--- config.mk ---
export PLATFORM = sky130hd
export DESIGN_NAME = blwp_ctrl
export DESIGN_NICKNAME = d
export VERILOG_FILES = /design/src/blwp_pkg.sv /design/src/blwp_ctrl.sv
export SDC_FILE = /design/constraint.sdc
export NUM_CORES = 1
export LEC_CHECK = 0
export ABC_AREA = 1
export BUFFER_PORTS_ARGS = -buffer_cell sky130_fd_sc_hd__buf_2
export CELL_PAD_IN_SITES_DETAIL_PLACEMENT = 0
export CELL_PAD_IN_SITES_GLOBAL_PLACEMENT = 2
export CORE_MARGIN = 5
export CORE_UTILIZATION = 23
export CTS_CLUSTER_SIZE = 16
export DETAILED_ROUTE_END_ITERATION = 16
export PLACE_DENSITY = 0.8
export SYNTH_ARGS = -nofsm -noshare
export SYNTH_HDL_FRONTEND = slang
export SYNTH_SLANG_ARGS = --single-unit
--- constraint.sdc ---
create_clock -name clk -period 1.5 [get_ports clk]
set_input_delay 0.075 -clock clk [delete_from_list [all_inputs] [get_ports clk]]
set_output_delay 0.075 -clock clk [all_outputs]
set_load 0.1 [all_outputs]
--- src/blwp_pkg.sv ---
// Shared types and constants of the weighted book-move picker.
package blwp_pkg;

  localparam logic [63:0] GAMMA = 64'h9E37_79B9_7F4A_7C15;
  localparam logic [63:0] MIX_C1 = 64'hBF58_476D_1CE4_E5B9;
  localparam logic [63:0] MIX_C2 = 64'h94D0_49BB_1331_11EB;
  localparam int unsigned SH1 = 30;
  localparam int unsigned SH2 = 27;
  localparam int unsigned SH3 = 31;

  typedef enum logic [1:0] {
    OP_CLEAR  = 2'd0,
    OP_APPEND = 2'd1,
    OP_PICK   = 2'd2,
    OP_NONE   = 2'd3
  } op_t;

  typedef enum logic [2:0] {
    ST_OK         = 3'd0,
    ST_NOT_LOADED = 3'd1,
    ST_NO_MATCH   = 3'd2,
    ST_ZERO_TOTAL = 3'd3,
    ST_FULL       = 3'd4,
    ST_ORDER      = 3'd5
  } status_t;

  typedef struct packed {
    logic    ld_in;
    logic    do_clear;
    logic    do_append;
    logic    bs_init;
    logic    rd_en;
    logic    rd_mid;
    logic    bs_step;
    logic    sum_init;
    logic    sum_step;
    logic    rng_add;
    logic    mul_load;
    logic    mul_sel;
    logic    mul_step;
    logic    div_init;
    logic    div_step;
    logic    walk_init;
    logic    walk_step;
    logic    res_load;
    status_t res_status;
  } dp_cmd_t;

  typedef struct packed {
    op_t  op;
    logic full;
    logic order;
    logic loaded;
    logic bs_open;
    logic lo_past;
    logic key_eq;
    logic idx_end;
    logic run_empty;
    logic total_zero;
    logic mul_done;
    logic div_done;
    logic walk_take;
  } dp_sts_t;

endpackage

--- src/blwp_ctrl.sv ---
// Controller state machine of the picker: sequences search, sum, generator, modulo, walk.
module blwp_ctrl (
  input  logic             clk,
  input  logic             rst_n,
  input  blwp_pkg::dp_sts_t sts,
  output blwp_pkg::dp_cmd_t cmd,
  input  logic             in_valid,
  output logic             in_ready,
  output logic             out_valid,
  input  logic             out_ready
);
  import blwp_pkg::*;

  typedef enum logic [14:0] {
    S_IDLE     = 15'b000000000000001,
    S_DECODE   = 15'b000000000000010,
    S_BS       = 15'b000000000000100,
    S_BS_CMP   = 15'b000000000001000,
    S_SUM_RD   = 15'b000000000010000,
    S_SUM_CHK  = 15'b000000000100000,
    S_SUM_END  = 15'b000000001000000,
    S_MIX1_LD  = 15'b000000010000000,
    S_MIX1     = 15'b000000100000000,
    S_MIX2_LD  = 15'b000001000000000,
    S_MIX2     = 15'b000010000000000,
    S_DIV      = 15'b000100000000000,
    S_WALK_RD  = 15'b001000000000000,
    S_WALK_CHK = 15'b010000000000000,
    S_OUT      = 15'b100000000000000
  } state_t;

  state_t state_r, state_nxt;

  assign in_ready  = (state_r == S_IDLE);
  assign out_valid = (state_r == S_OUT);

  always_ff @(posedge clk) begin
    if (!rst_n) begin
      state_r <= S_IDLE;
    end else begin
      state_r <= state_nxt;
    end
  end

  always_comb begin
    cmd       = '0;
    state_nxt = state_r;
    unique case (state_r)
      S_IDLE: begin
        if (in_valid) begin
          cmd.ld_in = 1'b1;
          state_nxt = S_DECODE;
        end
      end
      S_DECODE: begin
        cmd.res_load = 1'b1;
        state_nxt    = S_OUT;
        unique case (sts.op)
          OP_CLEAR: cmd.do_clear = 1'b1;
          OP_APPEND: begin
            if (sts.full) begin
              cmd.res_status = ST_FULL;
            end else if (sts.order) begin
              cmd.res_status = ST_ORDER;
            end else begin
              cmd.do_append = 1'b1;
            end
          end
          OP_PICK: begin
            if (!sts.loaded) begin
              cmd.res_status = ST_NOT_LOADED;
            end else begin
              cmd.res_load = 1'b0;
              cmd.bs_init  = 1'b1;
              state_nxt    = S_BS;
            end
          end
          default: ;
        endcase
      end
      S_BS: begin
        if (sts.bs_open) begin
          cmd.rd_en  = 1'b1;
          cmd.rd_mid = 1'b1;
          state_nxt  = S_BS_CMP;
        end else if (sts.lo_past) begin
          cmd.res_load   = 1'b1;
          cmd.res_status = ST_NO_MATCH;
          state_nxt      = S_OUT;
        end else begin
          cmd.sum_init = 1'b1;
          state_nxt    = S_SUM_RD;
        end
      end
      S_BS_CMP: begin
        cmd.bs_step = 1'b1;
        state_nxt   = S_BS;
      end
      S_SUM_RD: begin
        if (sts.idx_end) begin
          state_nxt = S_SUM_END;
        end else begin
          cmd.rd_en = 1'b1;
          state_nxt = S_SUM_CHK;
        end
      end
      S_SUM_CHK: begin
        if (sts.key_eq) begin
          cmd.sum_step = 1'b1;
          state_nxt    = S_SUM_RD;
        end else begin
          state_nxt = S_SUM_END;
        end
      end
      S_SUM_END: begin
        if (sts.run_empty) begin
          cmd.res_load   = 1'b1;
          cmd.res_status = ST_NO_MATCH;
          state_nxt      = S_OUT;
        end else if (sts.total_zero) begin
          cmd.res_load   = 1'b1;
          cmd.res_status = ST_ZERO_TOTAL;
          state_nxt      = S_OUT;
        end else begin
          cmd.rng_add = 1'b1;
          state_nxt   = S_MIX1_LD;
        end
      end
      S_MIX1_LD: begin
        cmd.mul_load = 1'b1;
        state_nxt    = S_MIX1;
      end
      S_MIX1: begin
        cmd.mul_step = 1'b1;
        if (sts.mul_done) state_nxt = S_MIX2_LD;
      end
      S_MIX2_LD: begin
        cmd.mul_load = 1'b1;
        cmd.mul_sel  = 1'b1;
        state_nxt    = S_MIX2;
      end
      S_MIX2: begin
        cmd.mul_step = 1'b1;
        if (sts.mul_done) begin
          state_nxt = S_DIV;
        end
      end
      S_DIV: begin
        cmd.div_step = 1'b1;
        if (sts.div_done) begin
          cmd.walk_init = 1'b1;
          state_nxt     = S_WALK_RD;
        end
      end
      S_WALK_RD: begin
        cmd.rd_en = 1'b1;
        state_nxt = S_WALK_CHK;
      end
      S_WALK_CHK: begin
        cmd.walk_step = 1'b1;
        if (sts.walk_take) begin
          cmd.res_load = 1'b1;
          state_nxt    = S_OUT;
        end else begin
          state_nxt = S_WALK_RD;
        end
      end
      S_OUT: begin
        if (out_ready) state_nxt = S_IDLE;
      end
      default: state_nxt = S_IDLE;
    endcase
    // modulo starts on the last multiply step; its dividend is the mixed word
    if (state_r == S_MIX2 && sts.mul_done) cmd.div_init = 1'b1;
  end

endmodule

Yosys cells after proc, flatten, opt, wreduce, memory -nomap -nowiden:

Cells that the tools add are included.

* add/subtract/negate cells: 0
* mux-type cells: 57
* eq/ne operators: 22
* multipliers: 0
* divide/modulo/power cells: 0
* order comparisons: 0
* reduce and logical (&&, ||, !) cells: 5
* shifts and indexed selects: 0
* bitwise operators: 0

Operators with widths (count)
* $pmux 15 s15: 1
* $mux 15: 12
* $mux 1: 29
* $mux 4: 4
* $eq 15x1->1 const B: 1
* $eq 15x10->1 const B: 1
* $eq 15x11->1 const B: 1
* $eq 15x12->1 const B: 1
* $eq 15x13->1 const B: 1
* $eq 15x14->1 const B: 1
* $eq 15x15->1 const B: 1
* $eq 15x2->1 const B: 1
* $eq 15x3->1 const B: 1
* $eq 15x4->1 const B: 1
* $eq 15x5->1 const B: 1
* $eq 15x6->1 const B: 1
* $eq 15x7->1 const B: 1
* $eq 15x8->1 const B: 1
* $eq 15x9->1 const B: 1
* $mux 7: 2
* $mux 3: 3
* $pmux 3 s3: 1
* $ne 2x2->1 const B: 4
* $pmux 3 s2: 1
* other kinds (10): 12

* memory bits (writable): 0
* latch bits: 0
* logic and storage cells: 85
* register bits: 15
* ROM bits: 0
* output and inout port bits: 23
* input port bits: 18
* memories: 0

Logic depth before layout (Yosys ltp):

Gate-level depths: netlist (run 1).

* depth in word-level cells: 4
* gate-level depth with buffers: 12
* gate-level depth less buffers: 12

Worst setup path before layout (run 1):

No wires, ideal clock.

* kind: register -> output
* start point: reg state_r[4]
* end point: out cmd[18] in the netlist's numbering
* cell stages (with the launch flop): 6
* path slack: -2241 ps
* required time: 1425 ps
* arrival time: 3666 ps
* buffers on the path: 0
* path through: dfxtp_1 -> nor2_2 -> nand2_4 -> nor2_1 -> nand2_1 -> nor4_1

RTL lines
* start, declared: line blwp_ctrl.sv:32 `state_t state_r, state_nxt;`
* start signal, assigned: line blwp_ctrl.sv:41 `state_r <= state_nxt;`
* end, declared: line blwp_ctrl.sv:6 `output blwp_pkg::dp_cmd_t cmd,`

==> run_results.csv, run 1 <==
group,metric,value,unit
grt,overflow,0,
setup_path,rrSetupSlack,-0.17,ns
synthesis,synth-adder-area-share,0.0284,
drt,ant_nets,0,
cts,tritoncts,"built",
synthesis,synthesis.instances,213,
setup_path,crit_start,"state_r[6]$_SDFFE_PN0P_",
place,dpl.hpwl,3690,µm
floorplan,coreArea,0.00554,mm²
floorplan,start_util,0.239,
cts,cts_buffers,3,
finish,regMostFlops,"state_r",
grt,grt_max_degree,10,
grt,grt_use_total,0.127,
sta,fin_ws,-0.289,ns
finish,finalInstanceArea,0.00313,mm²
grt,antenna_found_initial,0,
synthesis,synth_top_family_by_area,"simple AND/OR/NAND/NOR gates",
sta,min_period_over_period,1.19,
setup_path,critPathArrivalTime,1.71,ns
finish,drive_above_1_share,0.715,
synthesis,synth_nets,234,
cts,clk_pin_slew,0.07,ns
drt,wl_met1,1970,µm
grt,first_global_vias,1698,
cts,clock_path_buffers,2,
floorplan,die_y,85.9,µm
drt,drcViolationCount,0,
finish,largest_reg_flops,15,
setup_path,endpoint,"cmd[3]",
pwr,p_leak,0.00139,µW
place,post_dp_cell_area,0.00254,mm²
sta,period_needed,1.79,ns
finish,final_cell_mix,"buf_4 (49), inv_1 (32), nor2_4 (24)",
cts,cts-root-buf,"clkbuf_8",
sta,setup_violations,37,
grt,grt_pass1_wl,7460,µm
finish,largestRegisters,"state_r x15",
pwr,power_density,1260,mW/mm²
floorplan,pin_count,41,
sta,tightest_slew,0.305,ns
flow_run,maxCapViolCount,0,
synthesis,synthSimpleGateAreaFrac,0.532,
finish,nFillCells,500,
synthesis,synth_compound_area_frac,0.0577,
sta,max_freq,0.559,GHz
cts,cts.sinks,15,
setup_path,crit_type,"flip-flop to primary output",
setup_path,critPathLaunchType,"flip-flop",
setup_path,critPathMaxFanout,6,
setup_path,worstRegToRegCells,13,
synthesis,synth_top_cell_by_area,"dfxtp_1",
sta,max_slew_margin,0.797,
pwr,ir_drop,1.42,mV
floorplan,die_area,0.00737,mm²
sta,finClkSkew,0.00142,ns
synthesis,syn_avg_cell_area,6.21,µm²
synthesis,synth_top_area_frac,0.227,
sta,maxSlewViolCount,0,
finish,diodes,0,
drt,top_layer_used,"met4",
finish,final_nets,348,
pwr,power,3940,µW
setup_path,rr_endpoint,"state_r[4]$_SDFFE_PN0P_",
min_path,holdCritPathClass,"input port to flip-flop",
place,routabilityCongestion,0.753,
finish,layout_commonest_cell,"buf_4",
cts,clock_latency,0.25,ns
drt,first_pass_iters,4,
drt,drtIter0Drc,36,
drt,routedWlPerCell,12.1,µm
place,port_buffers,40,
sta,grt_setup_unrepaired,"true",
status,outcome,"finished, violations left",
synthesis,mappedNetlistArea,0.00132,mm²
floorplan,dieWidth,85.9,µm
drt,met3_length,197,µm
cts,htree_levels,1,
synthesis,ys_types,28,
drt,vias_per_cell,4.26,
synthesis,yosys_warnings,0,
setup_path,timing.rr.start,"state_r[13]$_SDFFE_PN0P_",
status,violations,"setup timing",
floorplan,rows,27,
synthesis,ys_seq_area_frac,0.227,
synthesis,yosys-top-cells-area,"dfxtp_1 (23%), inv_1 (13%), nor2_1 (10%)",
finish,area_growth,136,%
synthesis,ys_ff_latch,15,
synthesis,synthMuxAreaShare,0,
drt,routed_wl,4820,µm
drt,wl_met2,2570,µm
sta,finalHoldViolations,0,
drt,num_vias,1697,
setup_path,critPathCaptureType,"primary output",
synthesis,synth_xor_area_frac,0,
setup_path,worstPathRequired,1.42,ns
## Yosys cell counts
cell / instances
inv_1: 45
nor2_1: 36
nand2_1: 30
nand3_1: 18
nor2_2: 17
dfxtp_1: 15
nand2_4: 6
nand2_2: 5
nor2_4: 5
nor3_1: 5
o21ai_0: 5
ha_1: 3
inv_2: 3
nand4_1: 3
nor3b_1: 2
nor4_1: 2
o21ai_2: 2
a21oi_1: 1
a31oi_1: 1
buf_2: 1
buf_8: 1
clkinv_2: 1
nand3_2: 1
nand3_4: 1
o211ai_1: 1
o22ai_1: 1
o32ai_1: 1
or2_2: 1
## final cells by class
cell class	count	area [µm²]	share of cell area
multi-input combinational	147	1270	0.405
clock buffer	3	41.3	0.0132
clock inverter	1	5.00	0.00160
sequential	15	324	0.104
tap	72	90.1	0.0288
timing repair buffer	111	1180	0.377
inverter	49	223	0.0712
## how the worst min path moves through the flow
stage            from  depth (start not counted)                       to
2_1_floorplan  sts[8]                          1                  cmd[13]
3_3_place_gp    rst_n                          2  state_r[0]$_SDFFE_PN1P_
3_5_place_dp    rst_n                          2  state_r[0]$_SDFFE_PN1P_
4_1_cts         rst_n                          2  state_r[0]$_SDFFE_PN1P_
5_1_grt        sts[6]                          4  state_r[6]$_SDFFE_PN0P_
6_report       sts[6]                          4  state_r[6]$_SDFFE_PN0P_
## metal layers
layer	global-route usage	up-vias
li1	-	881
met4	0.0432	0
met1	0.150	769
met5	0	-
met2	0.228	40
met3	0.0221	7
## stage by stage
step           utilization  std cells  setup TNS, ns  hold slack (ns)  setup WS, ns
2_1_floorplan            -        213          -4.76            0.259        -0.873
3_3_place_gp         0.459        370          -1.34            0.380        -0.131
3_5_place_dp         0.459        370          -1.37            0.372        -0.134
4_1_cts              0.519        391          -7.19            0.107        -0.316
5_1_grt              0.565        398          -9.16            0.148        -0.361
6_report             0.565        398          -6.31            0.107        -0.289
## where the power goes
| group | internal, µW | total (µW) | switching [µW] | leakage [µW] |
|---|---|---|---|---|
| sequential | 455 | 509 | 54.1 | 0.000128 |
| clock | 185 | 353 | 168 | 0.0000255 |
| combinational | 1330 | 3080 | 1750 | 0.00123 |
## critical path, stage by stage, from the launching register on
cell and delay (ns):
dfxtp_2 0.36, nor2_4 0.05, nand2_4 0.13, inv_4 0.05
nand2_4 0.09, nor2_4 0.04, nand2_2 0.08, clkinvlp_4 0.10
nand2_2 0.08, nand2_2 0.05, or2_4 0.25, buf_12 0.17
## logic make-up after synthesis
| group | Yosys count |
|---|---|
| AO/OA/AOI/OAI | 12 |
| adder cells (fa/ha/maj) | 3 |
| flip-flops | 15 |
| AND/OR/NAND/NOR | 132 |
| buffers and inverters | 51 |
## repair_timing
action	CTS	global route
hold endpoints to repair	0	0
pin swaps	14	23
setup buffers	18	10
hold buffers	0	0
setup endpoints to repair	37	37
resized for setup	43	53
Power figures use the tool's default switching activity.
==> inputs of run 2 (changes only) <==
REMOVE_ABC_BUFFERS = 1   (was not set)
==> run 2 against run 1 <==
The flow still finishes with violations (setup timing). Critical path depth fell by 1. Maximum frequency is 0.19% lower. Register-to-register slack got worse by 0.09 ns. Clock power shrank 3%. Power is 2.3% higher. Largest power group unchanged. Core utilization down 0.14 points.
==> run_results.csv, run 2 (synthesis gave the netlist of run 1 again) <==
group,metric,value,unit
status,outcome,"finished, violations left",
status,violations,"setup timing",
sta,grt_setup_unrepaired,"true",
drt,drcViolationCount,0,
place,routabilityCongestion,0.806,
sta,finClkSkew,0.00124,ns
drt,ant_nets,0,
drt,routed_wl,4990,µm
cts,clock_path_buffers,2,
min_path,hold_depth,4,
place,dpl.hpwl,3610,µm
pwr,power,4030,µW
setup_path,worstPathRequired,1.42,ns
finish,final_cell_mix,"buf_4 (50), inv_1 (31), nor2_4 (26), buf_6 (26), buf_12 (24)",
grt,grt_max_degree,10,
cts,cts_buffers,3,
drt,drtIter0Drc,62,
setup_path,critPathCaptureType,"primary output",
setup_path,crit_type,"flip-flop to primary output",
cts,cts.sinks,15,
setup_path,slowest_delay,0.32,ns
floorplan,die_area,0.00737,mm²
finish,regMostFlops,"state_r",
drt,routedWlPerCell,12.4,µm
floorplan,coreArea,0.00554,mm²
grt,antenna_found_initial,0,
floorplan,die_y,85.9,µm
finish,area_growth,136,%
drt,first_pass_iters,4,
sta,min_period_over_period,1.19,
drt,vias_per_cell,4.31,
sta,maxSlewViolCount,0,
grt,overflow,0,
cts,clk_pin_slew,0.06,ns
sta,tightest_slew,0.335,ns
pwr,ir_drop,0.979,mV
finish,drive_above_1_share,0.738,
grt,first_global_vias,1806,
setup_path,critPathMaxFanout,5,
sta,max_freq,0.558,GHz
min_path,holdPathEnd,"state_r[6]$_SDFFE_PN0P_",
setup_path,slowest_stage,"dfxtp_2",
sta,finalHoldViolations,0,
sta,fin_ws,-0.292,ns
setup_path,timing.rr.start,"state_r[13]$_SDFFE_PN0P_",
finish,largestRegisters,"state_r x15",
place,dp_slack,-0.151,ns
cts,tritoncts,"built",
grt,grt_pass1_wl,7940,µm
floorplan,pin_count,41,
min_path,min_from,"sts[6]",
sta,period_needed,1.79,ns
grt,grt_use_total,0.136,
place,port_buffers,40,
cts,htree_levels,1,
floorplan,start_util,0.239,
setup_path,critPathLaunchType,"flip-flop",
sta,setup_violations,37,
cts,cts-root-buf,"clkbuf_8",
drt,num_vias,1742,
flow_run,maxCapViolCount,0,
pwr,p_leak,0.00148,µW
min_path,holdCritPathClass,"input port to flip-flop",
setup_path,worstRegToRegCells,14,
floorplan,dieWidth,85.9,µm
sta,max_slew_margin,0.775,
pwr,power_density,1290,mW/mm²
finish,diodes,0,
cts,clock_latency,0.25,ns
floorplan,rows,27,
setup_path,rrSetupSlack,-0.26,ns
finish,layout_commonest_cell,"buf_4",
setup_path,crit_path_cell_trace,"nor2_2 -> nand2_2 -> nor2_4 -> buf_6 -> nand2_4 -> nor2_1 -> nand2_1 -> o21ai_2 -> or2_4 -> buf_12",
setup_path,critPathArrivalTime,1.72,ns
finish,final_nets,354,
setup_path,rr_endpoint,"state_r[14]$_SDFFE_PN0P_",
finish,largest_reg_flops,15,
## run 2: layer usage
metal	vias up	track usage	part of all wire	wire length, µm
met5	-	0	0	0
met4	0	0.0576	0.020	102
met3	6	0.0269	0.035	176
met2	32	0.241	0.52	2590
met1	817	0.157	0.42	2120
li1	887	-	-	-
## run 2: through the flow
stage               TNS [ns]  std cells  area (µm²)   util  hold WS, ns
floorplan             -22.72        211        1300      -        0.160
global placement       -1.79        367        2270  0.410        0.382
detailed placement     -1.90        367        2270  0.410        0.386
CTS                    -5.79        394        2860  0.516        0.122
global route          -10.33        404        3120  0.563        0.136
finish                 -7.43        404        3120  0.563        0.124
## run 2: cell type report
| cell class | count | area [µm²] |
|---|---|---|
| fill | 481 | 2420 |
| timing repair buffer | 117 | 1230 |
| multi-input combinational | 147 | 1230 |
| sequential | 15 | 320 |
| inverter | 49 | 199 |
| tap | 72 | 90.1 |
| clock buffer | 3 | 41.3 |
| clock inverter | 1 | 5.00 |
## run 2: where the power goes
| part | switching, µW | total [µW] | leakage (µW) | internal, µW |
|---|---|---|---|---|
| Clock | 156 | 341 | 0.0000255 | 184 |
| Sequential | 44.4 | 506 | 0.000128 | 462 |
| Combinational | 1800 | 3190 | 0.00133 | 1380 |
## run 2: worst max-delay path by stage
stage / startpoint / to / slack (ns) / cells after the start
2_1_floorplan: state_r[8]$_SDFFE_PN0P_ / cmd[18] / -2.45 / 5
3_3_place_gp: state_r[0]$_SDFFE_PN1P_ / cmd[0] / -0.18 / 7
3_5_place_dp: state_r[0]$_SDFFE_PN1P_ / cmd[0] / -0.15 / 7
4_1_cts: state_r[14]$_SDFFE_PN0P_ / cmd[3] / -0.30 / 11
5_1_grt: state_r[1]$_SDFFE_PN0P_ / cmd[3] / -0.39 / 9
6_report: state_r[10]$_SDFFE_PN0P_ / cmd[3] / -0.29 / 10
## run 2: repair_timing
item,CTS,global route
pin swaps,25,17
hold buffers,0,0
gates resized for setup,110,46
endpoints found under the setup margin,37,38
setup buffers,23,11
## run 2: critical path, delay by kind of cell, from the launching register on
family                 cells  cell delay [ns]
AOI/OAI and AO/OA          1             0.08
buffers and inverters      2             0.31
and+or+nand+nor            7             0.75
DFF                        1             0.32
